<file path="src/bcei_pkg.sv">
// ----------------------------------------------------------------------------
// bcei_pkg
// Shared types, register map, widths and the sensor classifier for the
// blink code error indicator.
// ----------------------------------------------------------------------------
package bcei_pkg;

  localparam int TICK_W     = 20;
  localparam int ALT_W      = 8;
  localparam int HALF_W     = 16;
  localparam int CODE_W     = 3;
  localparam int TIDX_W     = 4;
  localparam int LIMIT_US_W = 26;  // 65535 ms in microseconds fits 26 bits
  localparam int SUM_W      = LIMIT_US_W + 1;
  localparam int ADDR_W     = 4;
  localparam int DATA_W     = 32;

  localparam logic [LIMIT_US_W-1:0] US_PER_MS = LIMIT_US_W'(1000);

  localparam logic [TICK_W-1:0] TICK_PERIOD_RST = TICK_W'(1000);
  localparam logic [ALT_W-1:0]  ALT_LIMIT_RST   = ALT_W'(100);
  localparam logic [HALF_W-1:0] PAUSE_HALF_RST  = HALF_W'(3000);
  localparam logic [HALF_W-1:0] CODE_HALF_RST   = HALF_W'(500);

  localparam logic [TIDX_W-1:0] PAUSE_TOGGLES = TIDX_W'(2);

  // Error codes, in priority order
  localparam logic [CODE_W-1:0] CODE_NONE         = 3'd0;
  localparam logic [CODE_W-1:0] CODE_NO_CASSETTE  = 3'd1;
  localparam logic [CODE_W-1:0] CODE_TWO_CASSETTE = 3'd2;
  localparam logic [CODE_W-1:0] CODE_TABLE_FRONT  = 3'd3;
  localparam logic [CODE_W-1:0] CODE_TABLE_HIGH   = 3'd4;
  localparam logic [CODE_W-1:0] CODE_TABLE_LOW    = 3'd5;
  localparam logic [CODE_W-1:0] CODE_TABLE_LOST   = 3'd6;
  localparam logic [CODE_W-1:0] CODE_MAX          = CODE_TABLE_LOST;

  typedef enum logic [1:0] {
    REG_TICK_PERIOD = 2'd0,
    REG_ALT_LIMIT   = 2'd1,
    REG_PAUSE_HALF  = 2'd2,
    REG_CODE_HALF   = 2'd3
  } reg_idx_t;

  typedef struct packed {
    logic cassette_lower;
    logic cassette_upper;
    logic table_back_low;
    logic table_back_high;
    logic table_front_pos;
  } in_t;

  typedef struct packed {
    logic              changing_led;
    logic              table_led;
    logic              status_led;
    logic [CODE_W-1:0] fault_code;
  } out_t;

  // Timing setup handed to the status blink engine
  typedef struct packed {
    logic [TICK_W-1:0]     tick_period_us;
    logic [LIMIT_US_W-1:0] pause_limit_us;
    logic [LIMIT_US_W-1:0] code_limit_us;
  } timing_t;

  // Status result after one tick
  typedef struct packed {
    logic              status_led;
    logic [CODE_W-1:0] fault_code;
  } status_t;

  function automatic logic [CODE_W-1:0] classify(input in_t s);
    logic [CODE_W-1:0] c;
    c = CODE_NONE;
    if (!s.cassette_lower && !s.cassette_upper) begin
      c = CODE_NO_CASSETTE;
    end else if (s.cassette_lower && s.cassette_upper) begin
      c = CODE_TWO_CASSETTE;
    end else if (!s.table_back_low && !s.table_back_high && s.table_front_pos) begin
      c = CODE_TABLE_FRONT;
    end else if (s.table_back_high && !s.table_back_low && !s.table_front_pos) begin
      c = CODE_TABLE_HIGH;
    end else if (s.table_back_low && !s.table_back_high && !s.table_front_pos) begin
      c = CODE_TABLE_LOW;
    end else if (!s.table_back_low && !s.table_back_high && !s.table_front_pos) begin
      c = CODE_TABLE_LOST;
    end
    return c;
  endfunction

  function automatic logic [LIMIT_US_W-1:0] half_to_us(input logic [HALF_W-1:0] ms);
    return LIMIT_US_W'(ms) * US_PER_MS;
  endfunction

endpackage

</file>
<file path="src/blink_code_error_indicator.sv">
// ----------------------------------------------------------------------------
// blink_code_error_indicator
// Top level: sensor classification, alternating indicators, status blink
// code, output register and register file.
// ----------------------------------------------------------------------------
// Each input transfer is one tick of five sensor bits and yields exactly one
// result transfer in the next cycle with the indicator levels, the status LED
// level and the classified error code after that tick. A tick can be taken
// every cycle the sink does not stall: the only storage on the path is the
// single output register, refilled in the same cycle it is drained. Interval
// registers are converted to microseconds when written, so a tick costs one
// add and one compare. Write registers only while no tick is in flight.
module blink_code_error_indicator
  import bcei_pkg::*;
(
  input  logic              clk,
  input  logic              rst_n,

  input  logic              in_valid,
  output logic              in_stall,
  input  in_t               in_data,

  output logic              out_valid,
  input  logic              out_stall,
  output out_t              out_data,

  input  logic              psel,
  input  logic              penable,
  input  logic              pwrite,
  input  logic [ADDR_W-1:0] paddr,
  input  logic [DATA_W-1:0] pwdata,
  output logic [DATA_W-1:0] prdata,
  output logic              pready
);

  logic [TICK_W-1:0]     tick_period_r;
  logic [ALT_W-1:0]      alt_limit_r;
  logic [HALF_W-1:0]     pause_half_r;
  logic [HALF_W-1:0]     code_half_r;
  logic [LIMIT_US_W-1:0] pause_limit_r;
  logic [LIMIT_US_W-1:0] code_limit_r;

  logic [ALT_W-1:0]      alt_counter_r, alt_counter_nxt;
  logic                  alt_phase_r, alt_phase_nxt;
  logic                  alt_started_r, alt_started_nxt;

  logic                  out_valid_r;
  out_t                  out_data_r;

  logic                  accept;
  logic                  wr_en;
  reg_idx_t              reg_idx;
  timing_t               timing;
  status_t               status_nxt;

  // ---------------- register file ----------------
  assign pready  = 1'b1;
  assign wr_en   = psel && penable && pwrite && pready;
  assign reg_idx = reg_idx_t'(paddr[ADDR_W-1:2]);

  always_ff @(posedge clk) begin
    if (!rst_n) begin
      tick_period_r <= TICK_PERIOD_RST;
      alt_limit_r   <= ALT_LIMIT_RST;
      pause_half_r  <= PAUSE_HALF_RST;
      code_half_r   <= CODE_HALF_RST;
      pause_limit_r <= half_to_us(PAUSE_HALF_RST);
      code_limit_r  <= half_to_us(CODE_HALF_RST);
    end else if (wr_en) begin
      case (reg_idx)
        REG_TICK_PERIOD: tick_period_r <= pwdata[TICK_W-1:0];
        REG_ALT_LIMIT:   alt_limit_r   <= pwdata[ALT_W-1:0];
        REG_PAUSE_HALF: begin
          pause_half_r  <= pwdata[HALF_W-1:0];
          pause_limit_r <= half_to_us(pwdata[HALF_W-1:0]);
        end
        REG_CODE_HALF: begin
          code_half_r  <= pwdata[HALF_W-1:0];
          code_limit_r <= half_to_us(pwdata[HALF_W-1:0]);
        end
        default: ;
      endcase
    end
  end

  always_comb begin
    case (reg_idx)
      REG_TICK_PERIOD: prdata = DATA_W'(tick_period_r);
      REG_ALT_LIMIT:   prdata = DATA_W'(alt_limit_r);
      REG_PAUSE_HALF:  prdata = DATA_W'(pause_half_r);
      REG_CODE_HALF:   prdata = DATA_W'(code_half_r);
      default:         prdata = '0;
    endcase
  end

  // ---------------- handshake ----------------
  // hold the input only while a result waits and the sink stalls
  assign in_stall  = out_valid_r && out_stall;
  assign accept    = in_valid && !in_stall;
  assign out_valid = out_valid_r;
  assign out_data  = out_data_r;

  // ---------------- alternating indicators ----------------
  always_comb begin
    alt_counter_nxt = alt_counter_r;
    alt_phase_nxt   = alt_phase_r;
    alt_started_nxt = alt_started_r;
    if (alt_counter_r < alt_limit_r) begin
      alt_counter_nxt = alt_counter_r + ALT_W'(1);
    end else begin
      alt_counter_nxt = '0;
      alt_phase_nxt   = ~alt_phase_r;
      alt_started_nxt = 1'b1;
    end
  end

  always_ff @(posedge clk) begin
    if (!rst_n) begin
      alt_counter_r <= '0;
      alt_phase_r   <= 1'b0;
      alt_started_r <= 1'b0;
    end else if (accept) begin
      alt_counter_r <= alt_counter_nxt;
      alt_phase_r   <= alt_phase_nxt;
      alt_started_r <= alt_started_nxt;
    end
  end

  // ---------------- status blink code ----------------
  assign timing.tick_period_us = tick_period_r;
  assign timing.pause_limit_us = pause_limit_r;
  assign timing.code_limit_us  = code_limit_r;

  bcei_blink u_blink (
    .clk        (clk),
    .rst_n      (rst_n),
    .step       (accept),
    .code       (classify(in_data)),
    .timing     (timing),
    .status_nxt (status_nxt)
  );

  // ---------------- output register ----------------
  always_ff @(posedge clk) begin
    if (!rst_n) begin
      out_valid_r <= 1'b0;
    end else if (accept) begin
      out_valid_r <= 1'b1;
    end else if (!out_stall) begin
      out_valid_r <= 1'b0;
    end
  end

  always_ff @(posedge clk) begin
    if (accept) begin
      out_data_r.changing_led <= alt_phase_nxt;
      out_data_r.table_led    <= alt_started_nxt && !alt_phase_nxt;
      out_data_r.status_led   <= status_nxt.status_led;
      out_data_r.fault_code   <= status_nxt.fault_code;
    end
  end

  // ---------------- assertions ----------------
  a_stall_needs_result: assert property (@(posedge clk) disable iff (!rst_n)
    in_stall |-> out_valid)
    else $error("input stalled with no pending result");

  a_accept_gives_result: assert property (@(posedge clk) disable iff (!rst_n)
    (in_valid && !in_stall) |=> out_valid)
    else $error("accepted tick produced no result");

  a_code_range: assert property (@(posedge clk) disable iff (!rst_n)
    out_valid |-> (out_data.fault_code <= CODE_MAX))
    else $error("error code out of range");

  a_indicators_exclusive: assert property (@(posedge clk) disable iff (!rst_n)
    (out_valid && out_data.table_led) |-> !out_data.changing_led)
    else $error("both indicator LEDs lit");

  a_no_code_led_off: assert property (@(posedge clk) disable iff (!rst_n)
    (out_valid && (out_data.fault_code == CODE_NONE)) |-> !out_data.status_led)
    else $error("status LED lit with no error code");

endmodule

</file>
<file path="src/bcei_blink.sv">
// ----------------------------------------------------------------------------
// bcei_blink
// Status LED blink code engine: pause toggles, then two toggles per code
// unit, restarted whenever the classified code changes.
// ----------------------------------------------------------------------------
module bcei_blink
  import bcei_pkg::*;
(
  input  logic              clk,
  input  logic              rst_n,
  input  logic              step,
  input  logic [CODE_W-1:0] code,
  input  timing_t           timing,
  output status_t           status_nxt
);

  logic [CODE_W-1:0]     code_now_r, code_now_nxt;
  logic                  phase_sel_r, phase_sel_nxt;
  logic [TIDX_W-1:0]     toggle_idx_r, toggle_idx_nxt;
  logic [LIMIT_US_W-1:0] elapsed_r, elapsed_nxt;
  logic                  level_r, level_nxt;

  logic [SUM_W-1:0]      elapsed_sum;
  logic [LIMIT_US_W-1:0] limit_us;
  logic [TIDX_W-1:0]     toggle_inc;
  logic [TIDX_W-1:0]     toggle_count;

  assign elapsed_sum  = SUM_W'(elapsed_r) + SUM_W'(timing.tick_period_us);
  assign limit_us     = phase_sel_r ? timing.code_limit_us : timing.pause_limit_us;
  assign toggle_inc   = toggle_idx_r + TIDX_W'(1);
  assign toggle_count = phase_sel_r ? {1'b0, code_now_r} << 1 : PAUSE_TOGGLES;

  always_comb begin
    code_now_nxt   = code_now_r;
    phase_sel_nxt  = phase_sel_r;
    toggle_idx_nxt = toggle_idx_r;
    elapsed_nxt    = elapsed_r;
    level_nxt      = level_r;
    if (code != code_now_r) begin
      // restart the pattern, no time accumulated on this tick
      code_now_nxt   = code;
      phase_sel_nxt  = 1'b0;
      toggle_idx_nxt = '0;
      elapsed_nxt    = '0;
      level_nxt      = 1'b0;
    end else if (code_now_r != CODE_NONE) begin
      if (elapsed_sum < SUM_W'(limit_us)) begin
        elapsed_nxt = elapsed_sum[LIMIT_US_W-1:0];
      end else begin
        elapsed_nxt = '0;
        level_nxt   = ~level_r;
        if (toggle_inc >= toggle_count) begin
          toggle_idx_nxt = '0;
          phase_sel_nxt  = ~phase_sel_r;
        end else begin
          toggle_idx_nxt = toggle_inc;
        end
      end
    end
  end

  always_ff @(posedge clk) begin
    if (!rst_n) begin
      code_now_r   <= CODE_NONE;
      phase_sel_r  <= 1'b0;
      toggle_idx_r <= '0;
      elapsed_r    <= '0;
      level_r      <= 1'b0;
    end else if (step) begin
      code_now_r   <= code_now_nxt;
      phase_sel_r  <= phase_sel_nxt;
      toggle_idx_r <= toggle_idx_nxt;
      elapsed_r    <= elapsed_nxt;
      level_r      <= level_nxt;
    end
  end

  assign status_nxt.status_led = level_nxt;
  assign status_nxt.fault_code = code_now_nxt;

endmodule
</file>
<file path="config.mk">
export PLATFORM = sky130hd
export DESIGN_NAME = blink_code_error_indicator
export DESIGN_NICKNAME = d
export VERILOG_FILES = /design/src/bcei_pkg.sv /design/src/blink_code_error_indicator.sv /design/src/bcei_blink.sv
export SDC_FILE = /design/constraint.sdc
export NUM_CORES = 1
export LEC_CHECK = 0
export ABC_AREA = 1
export BUFFER_PORTS_ARGS = -buffer_cell sky130_fd_sc_hd__buf_2
export CAP_MARGIN = 20
export CORE_MARGIN = 10
export CORE_UTILIZATION = 55
export CTS_CLUSTER_DIAMETER = 120
export DETAILED_ROUTE_END_ITERATION = 10
export PLACE_DENSITY_LB_ADDON = 0.08
export SLEW_MARGIN = 40
export SYNTH_ARGS = -nofsm -noshare
export SYNTH_HDL_FRONTEND = slang
export SYNTH_SLANG_ARGS = --single-unit
</file>
<file path="constraint.sdc">
create_clock -name clk -period 13.55 [get_ports clk]
set_input_delay 2.0325 -clock clk [delete_from_list [all_inputs] [get_ports clk]]
set_output_delay 2.0325 -clock clk [all_outputs]
set_load 0.02 [all_outputs]
</file>
==> flow_metrics.tcl <==
set metrics [dict create \
    status "complete, no violations" \
    grt_pass1_vias 9219 \
    dieArea_sq_um 26500 \
    n_antenna_cell 0 \
    htreeDepth 4 \
    critPathMaxFanout 8 \
    yosysSeqAreaShare_pct 28.0 \
    cts_setup_buffers 0 \
    synth_seq_cells 154 \
    cp-end-kind "register" \
    p_total_mw 1.74 \
    fin_skew_ns 0.0114 \
    fillers 1890 \
    nets 1690 \
    synth_top_cell_by_area "dfxtp_1" \
    drv_cap 0 \
    fin_tns_setup_ns 0 \
    clk_latency_ns 0.43 \
    clk_pin_slew_ns 0.06 \
    finalCritPeriodShare_pct 46.4 \
    post_drt_wl_per_cell_um 15.9 \
    synthCells 1440 \
    ys_top_cells_by_count "nand2_1 (280), inv_1 (199), dfxtp_1 (148)" \
    power_frac_seq_pct 27.4 \
    min_path_type "reg2reg" \
    relSlewSlack_pct 47.0 \
    synthTopCellsByArea "dfxtp_1 (26%), ha_1 (12%), fa_1 (9.8%)" \
    via_per_inst 5.38 \
    ant_nets 0 \
    start_util_pct 55.6 \
    cp-start-kind "input port" \
    io_pins 89 \
    grt_pass1_wl_um 46900 \
    synth-edff-count 6 \
    globalplace.congestion 0.924 \
    rsz0062_at_grt "no" \
    die_x_um 163 \
    switchingPower_uw 719 \
    die_y_um 163 \
    grt_usage_pct 21.9 \
    p_int_mw 1.02 \
    cp.arrival_ns 6.60 \
    tightest_slew_ns 0.795 \
    cts_hold_buf 0 \
    vias 9492 \
    drtIter0Drc 557 \
    drc_errors 0 \
    hp-start "code_limit_r[5]" \
    synth_area_sq_um 11200 \
    worstReg2RegStart "tick_period_r[0]" \
    peakVddDrop_v 0.000100 \
    yosys_warnings 0 \
    portBuffers 61 \
    yosys.area.top_type_share_pct 26.4 \
    hold_viol_final 0 \
    startpoint "pwdata[7]" \
    wirelength_um 28100 \
    fin_crit_ns 6.28 \
    overflow 0 \
    cts_root_buf "clkbuf_16" \
    setup_viol 0 \
    worst-setup-path-type "in2reg" \
    synth_cell_types 55 \
    grt_max_degree 87 \
    critPathRequiredTime_ns 13.87 \
    areaGrowthSynthToFinish_pct 9.33 \
    core_area_sq_um 20200 \
    drtPass1Iterations 4 \
    comb_power_share_pct 44.7 \
    power.density_nw_per_um2 142 \
    post-synth-top-count-cell "nand2_1" \
    clock.fmax_mhz 159 \
    drive_above_1_share_pct 11.7 \
    swShare_pct 41.3 \
    cts-resized-gates 0 \
    antenna_found_initial 0 \
    avgSynthCellArea_sq_um 7.78 \
    cts_buffers 17 \
    dp_hpwl_um 21400 \
    cts_tree "done" \
    leakage_nw 5.85 \
    core.rowCount 52 \
    synth_async_sr_flop_share_pct 0 \
    cts_buffer_depth 2 \
    cts_sinks 154 \
    clockPowerShare_pct 27.9 \
    synth_ff_type "dfxtp_1" \
    finalMaxSlewViolations 0 \
]
## placed cells by master, fill, tap and decap left out, types with 13 or more instances in the layout
master and n:
nor2_1 79, conb_1 13, dfxtp_1 148, xor2_1 30, a21oi_1 125, fa_1 55
nand4_1 14, nand2_1 280, o211ai_1 33, buf_2 61, o21ai_0 97, nand3_1 51
xnor2_1 22, nand2_2 25, a21oi_2 23, inv_1 198, clkbuf_16 18, ha_1 107
## cell type report
class | count | area [sq um] | share of cell area (%)
Clock inverter | 14 | 150 | 1.23
Sequential cell | 154 | 3140 | 25.7
Inverter | 203 | 764 | 6.24
Clock buffer | 18 | 450 | 3.68
Multi-Input combinational cell | 1035 | 7040 | 57.4
Tap cell | 270 | 338 | 2.76
Timing Repair Buffer | 69 | 369 | 3.01
## power by group through the flow
stage,logic (mW),clock network [mW],registers (mW)
2_1_floorplan,0.592,0,0.487
5_1_grt,0.902,0.514,0.479
4_1_cts,0.782,0.493,0.477
6_report,0.777,0.486,0.478
3_3_place_gp,0.768,0,0.487
3_5_place_dp,0.777,0,0.487
## sequential cells by signal, summed over array words and instances, names as in the netlist
register	count
u_blink.elapsed_r	26
u_blink.toggle_idx_r	4
code_limit_r	21
alt_limit_r	8
code_half_r	16
pause_half_r	16
u_blink.code_now_r	3
alt_phase_r	1
tick_period_r	20
pause_limit_r	21
u_blink.level_r	1
out_data	6
alt_started_r	1
u_blink.phase_sel_r	1
alt_counter_r	8
out_valid	1
## final timing paths
| kind | endpoint | slack, ns | cells past startpoint |
|---|---|---|---|
| worst max-delay path | pause_limit_r[22] | 7.27 | 19 |
| worst min-delay path | code_limit_r[5] | 0.46 | 2 |
| worst max register to register | u_blink.elapsed_r[9] | 9.45 | 19 |
| worst min register to register | code_limit_r[5] | 0.46 | 2 |
## logic make-up after synthesis
| group | synth area share (%) |
|---|---|
| fa+ha+maj | 21.8 |
| compound gates | 16.9 |
| simple gates | 18.6 |
| buf+inv | 9.59 |
| mux | 0.983 |
| xor+xnor | 4.06 |
| other cells | 0.0670 |
| flops | 28.0 |
## metal layers
metal	vias up	global-route usage, %	routed length [um]	share of wire (%)
li1	4780	-	-	-
met3	31	3.11	1200	4.3
met5	-	0	0	0
met4	0	6.11	450	1.6
met1	4468	30.4	13500	48
met2	213	34.8	13000	46
## per-stage QoR
stage / hold WS, ns / util [%] / area (sq um) / setup slack, ns / std cells
after floorplan: 0.428 / - / 11200 / 7.59 / 1451
after global placement: 0.437 / 57.7 / 11600 / 6.90 / 1731
after detailed placement: 0.444 / 57.8 / 11600 / 6.82 / 1731
after CTS: 0.461 / 60.7 / 12200 / 7.26 / 1763
after global routing: 0.474 / 60.8 / 12300 / 6.88 / 1763
final: 0.460 / 60.8 / 12300 / 7.27 / 1763
## worst max-delay path: stages
cell,delay (ns)
buf_2,0.12
inv_1,0.41
fa_1,0.54
fa_1,0.51
inv_1,0.05
fa_1,0.50
inv_1,0.06
fa_1,0.49
inv_1,0.04
ha_1,0.38
a21oi_1,0.17
a21boi_0,0.27
nand3_1,0.19
a21oi_1,0.25
o21ai_0,0.13
xor2_1,0.22
nand2_1,0.09
o211ai_1,0.11
inv_1,0.05
No activity file was read; power rests on OpenSTA's default activity.
